[config.mk]
export PLATFORM = sky130hd
export DESIGN_NAME = http_content_length_scanner
export DESIGN_NICKNAME = d
export VERILOG_FILES = /design/src/rtl/hcl_pkg.sv /design/src/rtl/http_content_length_scanner.sv
export SDC_FILE = /design/constraint.sdc
export NUM_CORES = 1
export LEC_CHECK = 0
export BUFFER_PORTS_ARGS = -buffer_cell sky130_fd_sc_hd__buf_2
export CELL_PAD_IN_SITES_DETAIL_PLACEMENT = 0
export CELL_PAD_IN_SITES_GLOBAL_PLACEMENT = 2
export CORE_MARGIN = 5
export CORE_UTILIZATION = 38
export CTS_CLUSTER_DIAMETER = 120
export CTS_CLUSTER_SIZE = 30
export DETAILED_ROUTE_END_ITERATION = 16
export PLACE_DENSITY_LB_ADDON = 0.1
export SETUP_SLACK_MARGIN = 0.02
export SLEW_MARGIN = 10
export SYNTH_ARGS = -nofsm -noshare
export SYNTH_HDL_FRONTEND = slang
export SYNTH_SLANG_ARGS = --single-unit
[constraint.sdc]
create_clock -name clk -period 14.1 [get_ports clk]
set_input_delay 4.23 -clock clk [delete_from_list [all_inputs] [get_ports clk]]
set_output_delay 4.23 -clock clk [all_outputs]
set_load 0.05 [all_outputs]
[src/rtl/hcl_pkg.sv]
// shared types, character codes and status codes of the content-length scanner
package hcl_pkg;

	localparam int unsigned OUT_W = 20;

	localparam logic [OUT_W-1:0] MAX_SIZE_RESET = 20'd65536;
	localparam logic [OUT_W-1:0] OUT_MAX = 20'hFFFFF;

	localparam logic [1:0] ST_OK = 2'd0;
	localparam logic [1:0] ST_INVALID = 2'd1;
	localparam logic [1:0] ST_OVER = 2'd2;

	localparam logic [7:0] CH_CR = 8'h0D;
	localparam logic [7:0] CH_LF = 8'h0A;
	localparam logic [7:0] CH_SP = 8'h20;
	localparam logic [7:0] CH_TAB = 8'h09;
	localparam logic [7:0] CH_PLUS = 8'h2B;
	localparam logic [7:0] CH_MINUS = 8'h2D;
	localparam logic [7:0] CH_0 = 8'h30;
	localparam logic [7:0] CH_9 = 8'h39;
	localparam logic [7:0] CH_UP_A = 8'h41;
	localparam logic [7:0] CH_UP_Z = 8'h5A;

	localparam logic [3:0] NAME_LEN = 4'd15;

	typedef enum logic [2:0] {
		PH_SEARCH,
		PH_LEADWS,
		PH_SIGN,
		PH_DIGITS,
		PH_TRAIL,
		PH_DONE
	} phase_t;

	// "content-length:" one character per index
	function automatic logic [7:0] name_char(input logic [3:0] idx);
		logic [7:0] c;
		case (idx)
			4'd0: c = 8'h63;
			4'd1: c = 8'h6F;
			4'd2: c = 8'h6E;
			4'd3: c = 8'h74;
			4'd4: c = 8'h65;
			4'd5: c = 8'h6E;
			4'd6: c = 8'h74;
			4'd7: c = 8'h2D;
			4'd8: c = 8'h6C;
			4'd9: c = 8'h65;
			4'd10: c = 8'h6E;
			4'd11: c = 8'h67;
			4'd12: c = 8'h74;
			4'd13: c = 8'h68;
			4'd14: c = 8'h3A;
			default: c = 8'h00;
		endcase
		return c;
	endfunction

endpackage

[src/rtl/http_content_length_scanner.sv]
// content-length scanner: input register, per-byte scan and a registered result
// a byte is held in the input register; its result is registered for m_tvalid
// throughput: one byte per cycle; the scan state updates in the single stage after
// the input register; s_tready follows m_tready, so a held result stalls the input
// reset: arst_n clears all scan state and the valid flags, the size limit
// returns to 65536; first_byte on an item clears the scan state for a new request
module http_content_length_scanner #(
	parameter int unsigned COUNT_WIDTH = 20
) (
	input  logic                         clk,
	input  logic                         arst_n,
	input  logic                         cfg_we,
	input  logic [hcl_pkg::OUT_W-1:0]    cfg_wdata,     // max_request_size
	input  logic                         s_tvalid,
	output logic                         s_tready,
	input  logic [7:0]                   s_tdata,       // data_byte
	input  logic [0:0]                   s_tuser,       // first_byte
	output logic                         m_tvalid,
	input  logic                         m_tready,
	output logic [47:0]                  m_tdata        // status, total_size, header_size
);
	import hcl_pkg::*;

	localparam int unsigned SW = ((COUNT_WIDTH > OUT_W) ? COUNT_WIDTH : OUT_W) + 1;

	logic [OUT_W-1:0] max_q;

	logic       valid_s1;
	logic [7:0] byte_s1;
	logic       first_s1;

	logic                   out_valid_q;
	logic [47:0]            out_data_q;

	logic [COUNT_WIDTH-1:0] cnt_q, c_cnt, nx_cnt;
	logic [1:0]             emp_q, c_emp, nx_emp;
	logic                   ls_q, c_ls, nx_ls;
	logic [3:0]             nmp_q, c_nmp, nx_nmp;
	phase_t                 ph_q, c_ph, nx_ph;
	logic [OUT_W-1:0]       lv_q, c_lv, nx_lv;
	logic                   over_q, c_over, nx_over;
	logic                   neg_q, c_neg, nx_neg;
	logic                   inv_q, c_inv, nx_inv;
	logic                   dig_q, c_dig, nx_dig;
	logic                   found_q, c_found, nx_found;
	logic                   fin_q, c_fin, nx_fin;

	logic       advance, step;
	logic       hit;
	logic [7:0] lc;
	logic       is_blank, is_eol, is_digit;
	logic [23:0] acc;
	logic       do_digit, do_fail;

	logic [SW-1:0] bc_x, max_x, lv_x, sum_x;
	logic          sat, hdr_over, body_over;
	logic [1:0]    st;
	logic [OUT_W-1:0] msg, hdr;

	assign advance  = !out_valid_q || m_tready;
	assign s_tready = !valid_s1 || advance;
	assign step     = valid_s1 && advance;
	assign m_tvalid = out_valid_q;
	assign m_tdata  = out_data_q;

	assign is_blank = (byte_s1 == CH_SP) || (byte_s1 == CH_TAB);
	assign is_eol   = (byte_s1 == CH_CR) || (byte_s1 == CH_LF);
	assign is_digit = (byte_s1 >= CH_0) && (byte_s1 <= CH_9);
	assign lc = ((byte_s1 >= CH_UP_A) && (byte_s1 <= CH_UP_Z)) ? byte_s1 + 8'd32 : byte_s1;
	// value times ten plus the digit, wide enough for the limit times ten
	assign acc = 24'({c_lv, 3'b000}) + 24'({c_lv, 1'b0}) + 24'(byte_s1 - CH_0);

	always_comb begin
		// first_byte clears the request state before this byte is scanned
		c_cnt   = first_s1 ? '0 : cnt_q;
		c_emp   = first_s1 ? 2'd0 : emp_q;
		c_ls    = first_s1 ? 1'b1 : ls_q;
		c_nmp   = first_s1 ? 4'd0 : nmp_q;
		c_ph    = first_s1 ? PH_SEARCH : ph_q;
		c_lv    = first_s1 ? '0 : lv_q;
		c_over  = first_s1 ? 1'b0 : over_q;
		c_neg   = first_s1 ? 1'b0 : neg_q;
		c_inv   = first_s1 ? 1'b0 : inv_q;
		c_dig   = first_s1 ? 1'b0 : dig_q;
		c_found = first_s1 ? 1'b0 : found_q;
		c_fin   = first_s1 ? 1'b0 : fin_q;

		nx_cnt = c_cnt; nx_emp = c_emp; nx_ls = c_ls; nx_nmp = c_nmp; nx_ph = c_ph;
		nx_lv = c_lv; nx_over = c_over; nx_neg = c_neg; nx_inv = c_inv;
		nx_dig = c_dig; nx_found = c_found; nx_fin = c_fin;
		hit = 1'b0;
		do_digit = 1'b0;
		do_fail = 1'b0;

		if (!c_fin) begin
			if (c_cnt != '1) begin
				nx_cnt = c_cnt + 1'b1;
			end

			case (c_ph)
				PH_SEARCH: begin
					if (c_ls || c_nmp != 4'd0) begin
						if (c_nmp < NAME_LEN && lc == name_char(c_nmp)) begin
							nx_nmp = c_nmp + 4'd1;
							if (c_nmp + 4'd1 == NAME_LEN) begin
								nx_found = 1'b1;
								nx_ph = PH_LEADWS;
							end
						end else begin
							nx_nmp = 4'd0;
						end
					end
				end
				PH_LEADWS: begin
					if (is_blank) begin
						nx_ph = PH_LEADWS;
					end else if (byte_s1 == CH_PLUS || byte_s1 == CH_MINUS) begin
						nx_neg = (byte_s1 == CH_MINUS);
						nx_ph = PH_SIGN;
					end else if (is_digit) begin
						do_digit = 1'b1;
						nx_ph = PH_DIGITS;
					end else begin
						do_fail = 1'b1;
					end
				end
				PH_SIGN: begin
					if (is_digit) begin
						do_digit = 1'b1;
						nx_ph = PH_DIGITS;
					end else begin
						do_fail = 1'b1;
					end
				end
				PH_DIGITS: begin
					if (is_digit) begin
						do_digit = 1'b1;
					end else if (is_blank) begin
						nx_ph = PH_TRAIL;
					end else if (is_eol) begin
						nx_ph = PH_DONE;
					end else begin
						do_fail = 1'b1;
					end
				end
				PH_TRAIL: begin
					if (is_eol) begin
						nx_ph = PH_DONE;
					end else if (!is_blank) begin
						do_fail = 1'b1;
					end
				end
				default: begin
					nx_ph = c_ph;
				end
			endcase

			if (do_fail) begin
				nx_inv = 1'b1;
				nx_ph = PH_DONE;
			end
			if (do_digit) begin
				nx_dig = 1'b1;
				if (!c_over) begin
					// saturate at the limit once the value passes it
					if (acc > 24'(max_q)) begin
						nx_over = 1'b1;
						nx_lv = max_q;
					end else begin
						nx_lv = acc[OUT_W-1:0];
					end
				end
			end

			nx_ls = (byte_s1 == CH_LF) && (c_emp == 2'd1);
			if (byte_s1 == CH_CR) begin
				nx_emp = (c_emp == 2'd2) ? 2'd3 : 2'd1;
			end else if (byte_s1 == CH_LF) begin
				hit = (c_emp == 2'd3);
				nx_emp = (c_emp == 2'd1) ? 2'd2 : 2'd0;
			end else begin
				nx_emp = 2'd0;
			end
			if (hit) begin
				nx_fin = 1'b1;
			end
		end
	end

	assign bc_x  = SW'(nx_cnt);
	assign max_x = SW'(max_q);
	assign lv_x  = SW'(nx_lv);
	assign sum_x = bc_x + (nx_found ? lv_x : '0);
	assign sat   = (nx_cnt == '1);
	assign hdr_over = sat || (bc_x > max_x);
	// the header fits here, so sum against the limit matches limit minus count
	assign body_over = nx_found && (nx_over || (nx_neg && nx_lv != '0) || (lv_x + bc_x > max_x));

	always_comb begin
		st = ST_OK;
		msg = '0;
		if (nx_found && (nx_inv || !nx_dig)) begin
			st = ST_INVALID;
		end else if (hdr_over || body_over) begin
			st = ST_OVER;
		end else begin
			msg = sum_x[OUT_W-1:0];
		end
		hdr = (bc_x > SW'(OUT_MAX)) ? OUT_MAX : bc_x[OUT_W-1:0];
	end

	always_ff @(posedge clk or negedge arst_n) begin
		if (!arst_n) begin
			max_q <= MAX_SIZE_RESET;
		end else if (cfg_we) begin
			max_q <= cfg_wdata;
		end
	end

	always_ff @(posedge clk or negedge arst_n) begin
		if (!arst_n) begin
			valid_s1 <= 1'b0;
			out_valid_q <= 1'b0;
		end else begin
			if (s_tready) begin
				valid_s1 <= s_tvalid;
			end
			if (advance) begin
				out_valid_q <= valid_s1 && hit;
			end
		end
	end

	always_ff @(posedge clk) begin
		if (s_tvalid && s_tready) begin
			byte_s1 <= s_tdata;
			first_s1 <= s_tuser[0];
		end
		if (step && hit) begin
			out_data_q <= {6'd0, hdr, msg, st};
		end
	end

	always_ff @(posedge clk or negedge arst_n) begin
		if (!arst_n) begin
			cnt_q <= '0;
			emp_q <= 2'd0;
			ls_q <= 1'b1;
			nmp_q <= 4'd0;
			ph_q <= PH_SEARCH;
			lv_q <= '0;
			over_q <= 1'b0;
			neg_q <= 1'b0;
			inv_q <= 1'b0;
			dig_q <= 1'b0;
			found_q <= 1'b0;
			fin_q <= 1'b0;
		end else if (step) begin
			cnt_q <= nx_cnt;
			emp_q <= nx_emp;
			ls_q <= nx_ls;
			nmp_q <= nx_nmp;
			ph_q <= nx_ph;
			lv_q <= nx_lv;
			over_q <= nx_over;
			neg_q <= nx_neg;
			inv_q <= nx_inv;
			dig_q <= nx_dig;
			found_q <= nx_found;
			fin_q <= nx_fin;
		end
	end

	// input side only stalls when a byte is held and the result register is blocked
	a_ready: assert property (@(posedge clk) disable iff (!arst_n)
		!s_tready |-> (valid_s1 && out_valid_q && !m_tready))
		else $error("input stalled without a blocked result");

	a_status: assert property (@(posedge clk) disable iff (!arst_n)
		m_tvalid |-> (m_tdata[1:0] == ST_OK || m_tdata[1:0] == ST_INVALID ||
			m_tdata[1:0] == ST_OVER))
		else $error("undefined status code");

	a_msg_zero: assert property (@(posedge clk) disable iff (!arst_n)
		(m_tvalid && m_tdata[1:0] != ST_OK) |-> (m_tdata[21:2] == '0))
		else $error("message size set on a failed request");

	// a header end needs at least the four bytes of the blank line
	a_hdr_min: assert property (@(posedge clk) disable iff (!arst_n)
		m_tvalid |-> (m_tdata[41:22] >= 20'd4))
		else $error("header size below four bytes");

endmodule
Yosys cells after proc, flatten, opt, wreduce, memory -nomap -nowiden
Memories as Yosys holds them, arrays and structs flattened.
Cells that the tools add are included.
W data, S select, Z words.
{"block": "classes", "mux": 84, "n_lt_le_gt_ge": 9, "n_eq_ne": 17, "n_reduce_logical": 30, "add_sub_neg": 8}
{"cell": "$mux W20", "n": 9}
{"cell": "$mux W1", "n": 44}
{"cell": "$mux W3", "n": 12}
{"cell": "$mux W8", "n": 4}
{"cell": "$add A23 B21 Y24", "n": 1}
{"cell": "$add A24 B24 Y24", "n": 1}
{"cell": "$eq A8 B4 Y1 const B", "n": 3}
{"cell": "$eq A8 B6 Y1 const B", "n": 3}
{"cell": "$gt A24 B20 Y1", "n": 1}
{"cell": "$add A20 B20 Y21", "n": 1}
{"cell": "$gt A21 B20 Y1", "n": 1}
{"cell": "$add A20 B1 Y20 const B", "n": 1}
{"cell": "$add A20 B20 Y20", "n": 1}
{"cell": "$eq A20 B20 Y1 const B", "n": 1}
{"cell": "$gt A20 B20 Y1", "n": 1}
{"cell": "$gt A20 B20 Y1 const B", "n": 1}
{"cell": "$mux W4", "n": 5}
{"cell": "$ne A20 B20 Y1 const B", "n": 1}
{"cell": "$reduce_bool A20 Y1", "n": 1}
{"cell": "$pmux W3 S5", "n": 1}
{"cell": "$mux W2", "n": 7}
{"cell": "$logic_and A1 B1 Y1", "n": 11}
{"cell": "$logic_or A1 B1 Y1", "n": 11}
{"cell": "$sub A8 B6 Y9 const B", "n": 1}
{"cell": "other kinds (20)", "n": 25}
{"block": "totals", "elab_cells": 169, "rom_bits": 112, "output_inout_bits": 50, "regBits": 129, "n_memories": 1, "input_bits": 34}
{"name": "(name not given)", "depth": 16, "word_bits": 7, "read_ports": 1, "rd_clocked_by_memory_dff": 0, "wr": 0, "line_no": "hcl_pkg.sv:38", "text": "case (idx)"}

Longest topological paths before layout
Gate-level depths: netlist of run 1.
{"block": "logic_depth", "ltp_word": 16, "depth_mapped": 51, "depth_no_buf": 46}

Worst setup path after synthesis of run 1
OpenSTA, ideal clock, no wires.
{"block": "synth_timing", "kind": "reg-to-reg", "from": "reg first_s1", "to": "reg out_data_q[15] (netlist: m_tdata[15]), data pin", "required_time_ns": 13.948, "setup_slack_ns": 3.429, "arrival_time_ns": 10.519, "period_less_slack_ns": 10.671, "path_stages_with_launch": 49, "path_cell_list": "edfxtp_1 clkbuf_1 clkbuf_1 clkbuf_1 clkbuf_1 buf_1 clkbuf_1 nor2b_1 fa_1 ha_1 a21o_1 a21o_1 a221oi_1 a21bo_2 xor2_1 ha_1 nand4_1 or4_1 [... 13 more ...] o21bai_1 a21oi_1 o21bai_1 a21o_1 a21oi_1 a21oi_1 a41o_1 o41ai_1 xnor2_1 ha_1 a211oi_1 o211ai_1 a211oi_1 o221a_2 buf_2 clkbuf_1 nand3_1 o21ai_0"}
{"block": "synth_via", "elab_chain_len": 15}
{"element": "from (decl)", "line_no": "http_content_length_scanner.sv:30", "text": "logic first_s1;"}
{"element": "from (signal assigned)", "line_no": "http_content_length_scanner.sv:237", "text": "first_s1 <= s_tuser[0];"}
{"element": "$mux W20", "line_no": "http_content_length_scanner.sv:80", "text": "c_lv = first_s1 ? '0 : lv_q;"}
{"element": "$add A23 B21 Y24", "line_no": "http_content_length_scanner.sv:71", "text": "assign acc = 24'({c_lv, 3'b000}) + 24'({c_lv, 1'b0}) + 24'(byte_s1 - CH_0);"}
{"element": "$add A24 B24 Y24", "line_no": "http_content_length_scanner.sv:71"}
{"element": "$gt A24 B20 Y1", "line_no": "http_content_length_scanner.sv:166", "text": "if (acc > 24'(max_q)) begin"}
{"element": "$mux W20", "line_no": "http_content_length_scanner.sv:166"}
{"element": "$mux W20", "line_no": "http_content_length_scanner.sv:164", "text": "if (!c_over) begin"}
{"element": "$mux W20", "line_no": "http_content_length_scanner.sv:162", "text": "if (do_digit) begin"}
{"element": "$mux W20 (*)", "line_no": "http_content_length_scanner.sv:95", "text": "if (!c_fin) begin"}
{"element": "via nx_lv[1]", "line_no": "http_content_length_scanner.sv:40", "text": "logic [OUT_W-1:0] lv_q, c_lv, nx_lv;"}
{"element": "branches (longest 7 deep; another with $add A20 B20 Y21)"}
{"element": "to (signal assigned)", "line_no": "http_content_length_scanner.sv:240", "text": "out_data_q <= {6'd0, hdr, msg, st};"}
{"element": "to (decl)", "line_no": "http_content_length_scanner.sv:33", "text": "logic [47:0] out_data_q;"}
Mark *: on every way through the listed nets, which the timed path passes. The select of a mux whose other input is x is not followed.
A chain may end at the register's enable or synchronous reset.

Worst setup path in the final report of run 1
{"block": "layout_timing", "from": "reg byte_s1[4]", "to": "reg out_data_q[1] (netlist: m_tdata[1]), data pin"}
{"block": "layout_via", "elab_chain_len": 16}
{"element": "from (decl)", "line_no": "http_content_length_scanner.sv:29", "text": "logic [7:0] byte_s1;"}
{"element": "from (signal assigned)", "line_no": "http_content_length_scanner.sv:236", "text": "byte_s1 <= s_tdata;"}
{"element": "branches (longest 7 deep; another with $add A24 B24 Y24)"}
{"element": "$mux W20 (*)", "line_no": "http_content_length_scanner.sv:162"}
{"element": "$mux W20 (*)", "line_no": "http_content_length_scanner.sv:95"}
{"element": "via nx_lv[0]", "line_no": "http_content_length_scanner.sv:40"}
{"element": "branches (longest 3 deep; another with $add A20 B20 Y21)"}
{"element": "$logic_or A1 B1 Y1 (*)", "line_no": "http_content_length_scanner.sv:197", "text": "assign body_over = nx_found && (nx_over || (nx_neg && nx_lv != '0) || (lv_x + bc_x > max_x));"}
{"element": "$logic_and A1 B1 Y1 (*)", "line_no": "http_content_length_scanner.sv:197"}
{"element": "$logic_or A1 B1 Y1 (*)", "line_no": "http_content_length_scanner.sv:204", "text": "end else if (hdr_over || body_over) begin"}
{"element": "$mux W2 (*)", "line_no": "http_content_length_scanner.sv:204"}
Marks and branches as above.

==> results of run 1 <==
synth_stat cells (14+ instances only):
master	number
ha_1	137
or3_1	16
o21ai_0	108
mux2i_1	14
nand2_1	200
nand4_1	28
inv_1	99
clkbuf_1	48
and3_1	18
a211oi_1	14
a21oi_1	108
nor2_1	105
xor2_1	19
edfxtp_1	51
nor3_1	30
xnor2_1	54
and2_1	15
a21o_1	30
nor4_1	14
nand3_1	50
fa_1	21
nor2b_1	35
dfrtp_1	76
metal layers:
| layer | global-route usage (%) | vias up | share of wire [%] |
|---|---|---|---|
| met5 | 0 | - | 0 |
| met3 | 3.96 | 35 | 5.4 |
| li1 | - | 5551 | - |
| met1 | 31.9 | 5334 | 48 |
| met4 | 5.28 | 0 | 1.6 |
| met2 | 36.4 | 291 | 45 |
worst paths after layout:
kind                         endpoint  cells past startpoint
max                        m_tdata[1]                     44
min                           lv_q[5]                      2
max in group asynchronous   max_q[15]                      2
min in group asynchronous    nmp_q[1]                      1
max reg2reg                m_tdata[1]                     44
min reg2reg                   lv_q[5]                      2
final cells by class:
class / count / area, µm² / share of cell area (%)
Multi-Input combinational cell: 1220 / 8350 / 59.6
Sequential cell: 129 / 3490 / 24.9
Timing Repair Buffer: 104 / 591 / 4.22
Tap cell: 442 / 553 / 3.95
Clock buffer: 22 / 508 / 3.63
Inverter: 99 / 372 / 2.65
Clock inverter: 10 / 143 / 1.02
power by group:
group	internal [mW]	leakage (nW)	switching (mW)
Clock	0.311	0.316	0.188
Sequential	0.405	1.56	0.0191
Combinational	0.0796	4.87	0.147
Total	0.795	6.75	0.355
worst reg2reg max path: cells and delay by family, from the launching register on:
family	cells	cell delay, ns
AOI/OAI and AO/OA	19	4.17
and+or+nand+nor	11	2.57
adders and majority gates	7	2.31
buffers and inverters	4	0.97
DFF	1	0.48
muxes	1	0.41
xor gates and xnor gates	2	0.39
cells in the final DEF (no fill, tap or decap), types with 10 or more instances in the layout:
cell type / netlist / routed
o21ai_0: 108 / 106
edfxtp_1: 51 / 51
nor4_1: 14 / 14
and3_1: 18 / 18
or3_1: 16 / 16
ha_1: 137 / 137
nand3_1: 50 / 50
nand4_1: 28 / 28
nand2_1: 200 / 199
a211oi_1: 14 / 14
xnor2_1: 54 / 54
nor2_1: 105 / 105
and4_1: 13 / 13
nor2b_1: 35 / 35
nor3_1: 30 / 30
buf_4: 7 / 28
mux2i_1: 14 / 14
o21a_1: 13 / 13
and2_1: 15 / 15
o211ai_1: 13 / 13
or2_2: 10 / 10
a21oi_1: 108 / 108
xor2_1: 19 / 19
a21o_1: 30 / 30
inv_1: 99 / 99
clkbuf_16: 0 / 20
dfrtp_1: 76 / 76
fa_1: 21 / 21
nand2b_1: 13 / 13
buf_2: 4 / 76
registers in the layout (all words and copies together) (netlist names), 2 cells and up:
signal / count
emp_q: 2
byte_s1: 8
lv_q: 20
max_q: 20
ph_q: 3
nmp_q: 4
m_tdata: 42
cnt_q: 20
cell families after synthesis:
family	count (synthesis)	share of synthesized area [%]
buffers and inverters	165	5.28
muxes	24	2.06
xor gates and xnor gates	73	5.13
other	1	0.0301
DFF	129	28.0
and+or+nand+nor	573	22.6
AOI/OAI and AO/OA	386	19.7
adders and majority gates	158	17.1
==> results list, run 1 <==
* Max-capacitance violation count: 0
- Max Buffers Root-to-Sink: 2
* CP startpoint: byte_s1[4]
- The run finished with clean final reports.
- Number of top-level pins: 84
- The final number of max-transition violations is 0.
- Drt drc: 0
* Cell types with the largest area share after synthesis: dfrtp_1 15%, ha_1 14%, edfxtp_1 12%
- Congestion Overflow GR: 0
- DR pass1 iterations: 6
- The total area inside the core boundary comes to 0.0325 mm².
- Areal power density over the cells: 82.1 mW/mm²
* Max Freq: 86.0 MHz
- Area Growth Syn to Fin: 12.5%
* Synthesized area divided by synthesized cell count: 8.25 µm²
- Quantity of hold-fixing buffers added after cts: 0
* CP endpoint kind: flop
- The worst pin sits at a relative slew slack of 45.0%.
- After layout, the worst setup slack is 2.47 ns.
- Number of buffers added by the clock tree synthesis step: 17
- The floorplan has 66 rows.
- Launch instance of the worst min-delay path: lv_q[5]
- CP Class: reg -> reg
* Post-Route WL: 40700 µm
* Fill cell instance count of the final layout: 3306
* Portion of synthesized cell area occupied by the leading cell type: 15.3%
- Worst hold slack across all endpoints: 0.475 ns
- From left edge to right edge, the die measures 191 µm.
* Proportion of register bits with asynchronous set or reset after synthesis: 60.5%
- The post-route netlist has 10.7% of its cells at a drive strength greater than 1.
- In this run the worst path has a maximum fanout of 34.
- Worst min-delay path class: reg -> reg
* Clk_skew: 0.00985 ns
* Portion of the post-synthesis area used by sequential elements: 28.0%
- Adding up every negative setup slack in the final design gives 0 ns.
- Count of different cell masters after synthesis: 80
- Worst-Skew Late Latency: 0.45 ns
- In this run the tool buffered the top-level ports with 77 buffer cells.
- Initial core utilization: 38.4%
- Cell type with the highest aggregate area in the netlist: dfrtp_1
* Remaining antenna violation count: 0
- The first global-routing pass estimated 64000 µm of wire.
- Num Clock Sinks: 129
* Startpoint types: flop
- Synthesis Warnings: 0
- The number of buffers and inverters on the critical path is 4.
* Placed Instance Area: 0.0134 mm²
* Initial antenna violation count: 0
- Dividing the detail-routed via count by the number of cells gives 5.53.
* Arrival time reported for the critical path endpoint: 11.79 ns
* Required arrival time at the worst endpoint: 14.26 ns
- Share of the clock period used by the worst path after layout: 82.5%
- Entering global routing, the biggest net connects 67 pins.
- Synthesis inferred 129 register bits.
- Post-CTS repair changed the size of 0 cells.
- Total via count in the routed design: 11200
* Number of cells produced by synthesis: 1509
- Setup repair after global routing left no endpoint under its margin.
* Worst reg2reg setup slack: 2.47 ns
- Setup violations remaining at the end of the flow were counted as 0.
* Clock transition at the registers of the reported paths: 0.06 ns
- Crit path largest cell delay: 0.64 ns
- After the first detailed-routing iteration, the DRC count stood at 671.
- The count of endpoints failing hold in the final timing report was 0.
- In this run the critical register-to-register path is launched from byte_s1[4].
- Syn Std Cell Area: 0.0125 mm²
* Reported leakage power: 6.75 nW
- Excluding fillers, the count of instances in the completed layout stands at 2026.
* Final weighted congestion in routability-driven placement: 0.879
- Worst vdd rail ir drop: 0.0000875 V
- Die outline height: 191 µm
- At the pin with the least slew margin, the transition time is 0.813 ns.
* Final HPWL from detailed placement: 31800 µm
- Per-cell routed wire length: 20.1 µm
* Buffers inserted during post-CTS setup optimization: 0
- Diodes inserted: 0
- Largest delay contributor family on the critical path: compound AO/OA/AOI/OAI gates
* Power consumption: 1.15 mW
* Cell with the largest stage delay on the worst path: o221a_2
* Most used flip-flop cell after synthesis: dfrtp_1
* Total die area: 0.0365 mm²
- CTS built an H-tree with a depth of 4.
- The via count of the first global-routing pass is 10800.
- Post-place setup slack: 2.58 ns
- After the last flow step, the layout net total stands at 1763.
* Buffer cell driving the clock tree root: clkbuf_16
- TritonCTS clock tree: yes
* Placed cell count: 1994
- Final std cell area, no fill: 0.0140 mm²
- In the global route stage, overall resource usage came out at 22.7%.
* Number of enable-type register cells in the synthesized netlist: 51
* Clock period minus worst slack: 11.63 ns
- At the end of the flow the core is filled with cells to 43.2%.
Power figures use the tool's default switching activity.
==> run 2, diff against run 1 <==
--- a/config.mk
+++ b/config.mk
@@ -9,7 +9,7 @@
 export CELL_PAD_IN_SITES_DETAIL_PLACEMENT = 0
 export CELL_PAD_IN_SITES_GLOBAL_PLACEMENT = 2
 export CORE_MARGIN = 5
-export CORE_UTILIZATION = 38
+export CORE_UTILIZATION = 34
 export CTS_CLUSTER_DIAMETER = 120
 export CTS_CLUSTER_SIZE = 30
 export DETAILED_ROUTE_END_ITERATION = 16
==> constraint.sdc (replaced) <==
create_clock -name clk -period 10.3 [get_ports clk]
set_input_delay 3.09 -clock clk [delete_from_list [all_inputs] [get_ports clk]]
set_output_delay 3.09 -clock clk [all_outputs]
set_load 0.05 [all_outputs]
==> run 2 against run 1 <==
Via count increased by 1.5%. Fmax up 19%. Sequential power increased by 36%. Register-to-register slack worse by 2.0 ns. Clock-buffer cell count fell by 4. Combinational power rose by 58%.
==> results list, run 2 (synthesis results as in run 1) <==
- The worst setup path is of the reg -> reg kind.
- The number of hold buffers added after cts came to 0 (unchanged).
- The overall routing resource usage was 20.8% (-1.9 points).
- The run finished with clean final reports.
* Worst min-delay path class: reg -> reg
* Level count of the clock H-tree: 4 (unchanged)
* Portion of total power attributed to combinational logic: 22.1% (+2.4 points)
- Initial core utilization: 34.3% (-4.1 points)
- The count of endpoints failing hold in the final timing report was 0 (unchanged).
- The post-route fraction of the period consumed by the critical path came to 95.0% (+12 points).
- The internal cell power is 1.11 mW (+39%).
- The clock sink count came to 129 (unchanged).
* Areal power density over the cells: 109 mW/mm² (+33%)
- The library cell used most frequently in the layout, excluding fill and tap cells, is nand2_1.
- Buffer cell driving the clock tree root: clkbuf_16
- Remaining antenna violation count: 0 (unchanged)
- Largest delay contributor family on the critical path: compound AO/OA/AOI/OAI gates
* Critical path peak fanout: 16 (-53%)
- The leakage power total was 7.09 nW (+5.1%).
- The net load switching power came to 514 µW (+45%).
* Final HPWL from detailed placement: 33600 µm (+5.6%)
- The data arrival time of the critical path is 10.05 ns (-1.74 ns).
* Die outline height: 201 µm (+5.4%)
- The violation count after the first detailed-route iteration came to 748 (+11%).
- Clock period minus worst slack: 9.79 ns (-1.85 ns)
* Number of pins with negative max-slew slack in the final report: 0 (unchanged)
- The total design power is 1.62 mW (+41%).
- Diodes inserted: 0 (unchanged)
- The final routed DRC violation total came to 0 (unchanged).
- Transition time at the pin with the least slew margin: 0.946 ns (+0.133 ns)
- Max reg flops: 42 (unchanged)
* DR pass1 iterations: 5 (-1)
* Maximum number of pins on one net before global-route repair: 67 (unchanged)
- Net count, final: 1825 (+3.5%)
- Worst rel slew slack: 37.0% (-8.1 points)
- TritonCTS clock tree: yes
- Via count of the first global-routing pass: 11000 (+2.1%)
- Max-capacitance violation count: 0 (unchanged)
- Worst vdd rail ir drop: 0.000122 V (+39%)
- From synthesis to final layout, the design area changed by 19.2%.
- The mean number of vias per cell is 5.38 (-2.8%).
* Max Buffers Root-to-Sink: 2 (unchanged)
* Worst Slack Setup Final: 0.515 ns (-1.95 ns)
- The width of the chip is 201 µm (+5.4%).
* Worst hold slack across all endpoints: 0.476 ns (+0.00105 ns)
* Sequential group share of total power: 35.6% (-1.3 points)
- Cell with the largest stage delay on the worst path: or4b_4
- Proportion of power drawn by the clock network: 42.3% (-1.1 points)
- Total die area: 0.0406 mm² (+11%)
- Total via count in the routed design: 11400 (+1.5%)
- The clock skew after layout was 0.0109 ns (+0.00104 ns).
- Global-route wire length before repair: 65900 µm (+3.0%)
- Setup repair after global routing left no endpoint under its margin.
* Most frequent cells in the layout: 199 x nand2_1, 128 x ha_1, 105 x nor2_1
- Number of buffers added by the clock tree synthesis step: 17 (unchanged)
- The layout filler cell count came to 3756 (+14%).
- The global route total overflow is 0 (unchanged).
- Final cell count without fillers: 2114 (+4.3%)
- Final weighted congestion in routability-driven placement: 0.878 (about the same)
* Per-cell routed wire length: 20.3 µm (+1.2%)
* CORE AREA: 0.0363 mm² (+12%)
* Post-place setup slack: -0.235 ns (-2.82 ns)
- Max Freq: 102 MHz (+19%)
- Number of top-level pins: 84 (unchanged)
- Required arrival time at the worst endpoint: 10.56 ns (-3.70 ns)
- Initial antenna violation count: 0 (unchanged)
* Proportion of total power due to net switching: 31.7% (+0.91 points)
- The number of input and output port buffers inserted came to 77 (unchanged).
- STA classifies the critical path startpoint as a flop.
- Crit path largest cell delay: 0.56 ns (-0.08 ns)
* Clock transition at the registers of the reported paths: 0.06 ns (about the same)
- The final setup violation count came to 0 (unchanged).
- Post-Route WL: 42900 µm (+5.6%)
- The total number of placement rows was 70 (+6.1%).
- The fraction of final layout cells sized beyond drive strength 1 was 17.2% (+6.5 points).
- Placed cell count: 2073 (+4.0%)
* WP buf/inv: 4 (unchanged)
- CP endpoint kind: flop
- The source-to-sink clock delay at the later pin of the worst-skew pair came to 0.45 ns (about the same).
-- run 2: cell count changes in the layout (fill, tap and decap cells not counted), sizes merged --
| cell | change |
|---|---|
| bufinv | +1 |
| clkinv | -1 |
| buf | +61 |
| clkinvlp | +1 |
| inv | +3 |
| clkbuf | -3 |
-- run 2: worst paths after layout --
path	startpoint	to	slack (ns)	cells past startpoint
max	first_s1	m_tdata[9]	0.51	43
min	lv_q[18]	lv_q[18]	0.48	2
max reg2reg	first_s1	m_tdata[9]	0.51	43
min reg2reg	lv_q[18]	lv_q[18]	0.48	2
max in group asynchronous	arst_n	max_q[13]	6.63	2
min in group asynchronous	arst_n	nmp_q[1]	2.60	1
-- run 2: final cells by class --
| type | count | area, µm² | area share, % |
|---|---|---|---|
| clock buffer | 18 | 439 | 2.96 |
| clock inverter | 14 | 200 | 1.35 |
| inverter | 99 | 379 | 2.55 |
| multi-input combinational | 1220 | 8650 | 58.3 |
| sequential | 129 | 3490 | 23.5 |
| tap | 468 | 586 | 3.94 |
| timing repair buffer | 166 | 1110 | 7.45 |
-- run 2: repair_timing --
action,CTS,global route
setup endpoints to repair,21,21
buffers inserted,1,7
hold endpoints to repair,0,0
resized for setup,2,73
pin swaps,1,22
cloned,0,1
-- run 2: layer usage --
layer	up-vias	track usage [%]	wire, µm
met5	-	0	0
met4	0	5.81	828
met3	44	3.34	1520
met2	183	33.9	19600
met1	5456	28.7	20900
li1	5692	-	-
-- run 2: power groups by stage --
stage,clock network [mW],registers (mW),logic (mW)
floorplan,0,0.573,0.232
global placement,0,0.587,0.335
detailed placement,0,0.587,0.337
CTS,0.701,0.577,0.340
global route,0.724,0.580,0.398
finish,0.685,0.577,0.359
-- run 2: metrics by stage --
step | utilization (%) | setup TNS (ns) | cell area (µm²)
after detailed placement | 38.0 | -3.09 | 13800
final | 40.8 | 0 | 14800
after global placement | 38.0 | -0.663 | 13800
after global routing | 40.8 | 0 | 14800
after floorplan | - | 0 | 12500
after CTS | 39.8 | 0 | 14500
-- run 2: worst reg2reg max path, delay by kind of cell (launching register included) --
kind,cells,cell delay (ns)
AO/OA/AOI/OAI,21,3.74
XOR/XNOR,2,0.29
adder cells (fa/ha/maj),5,1.77
buffers and inverters,4,0.56
flip-flops,1,0.42
multiplexers,2,0.37
AND/OR/NAND/NOR,9,2.46
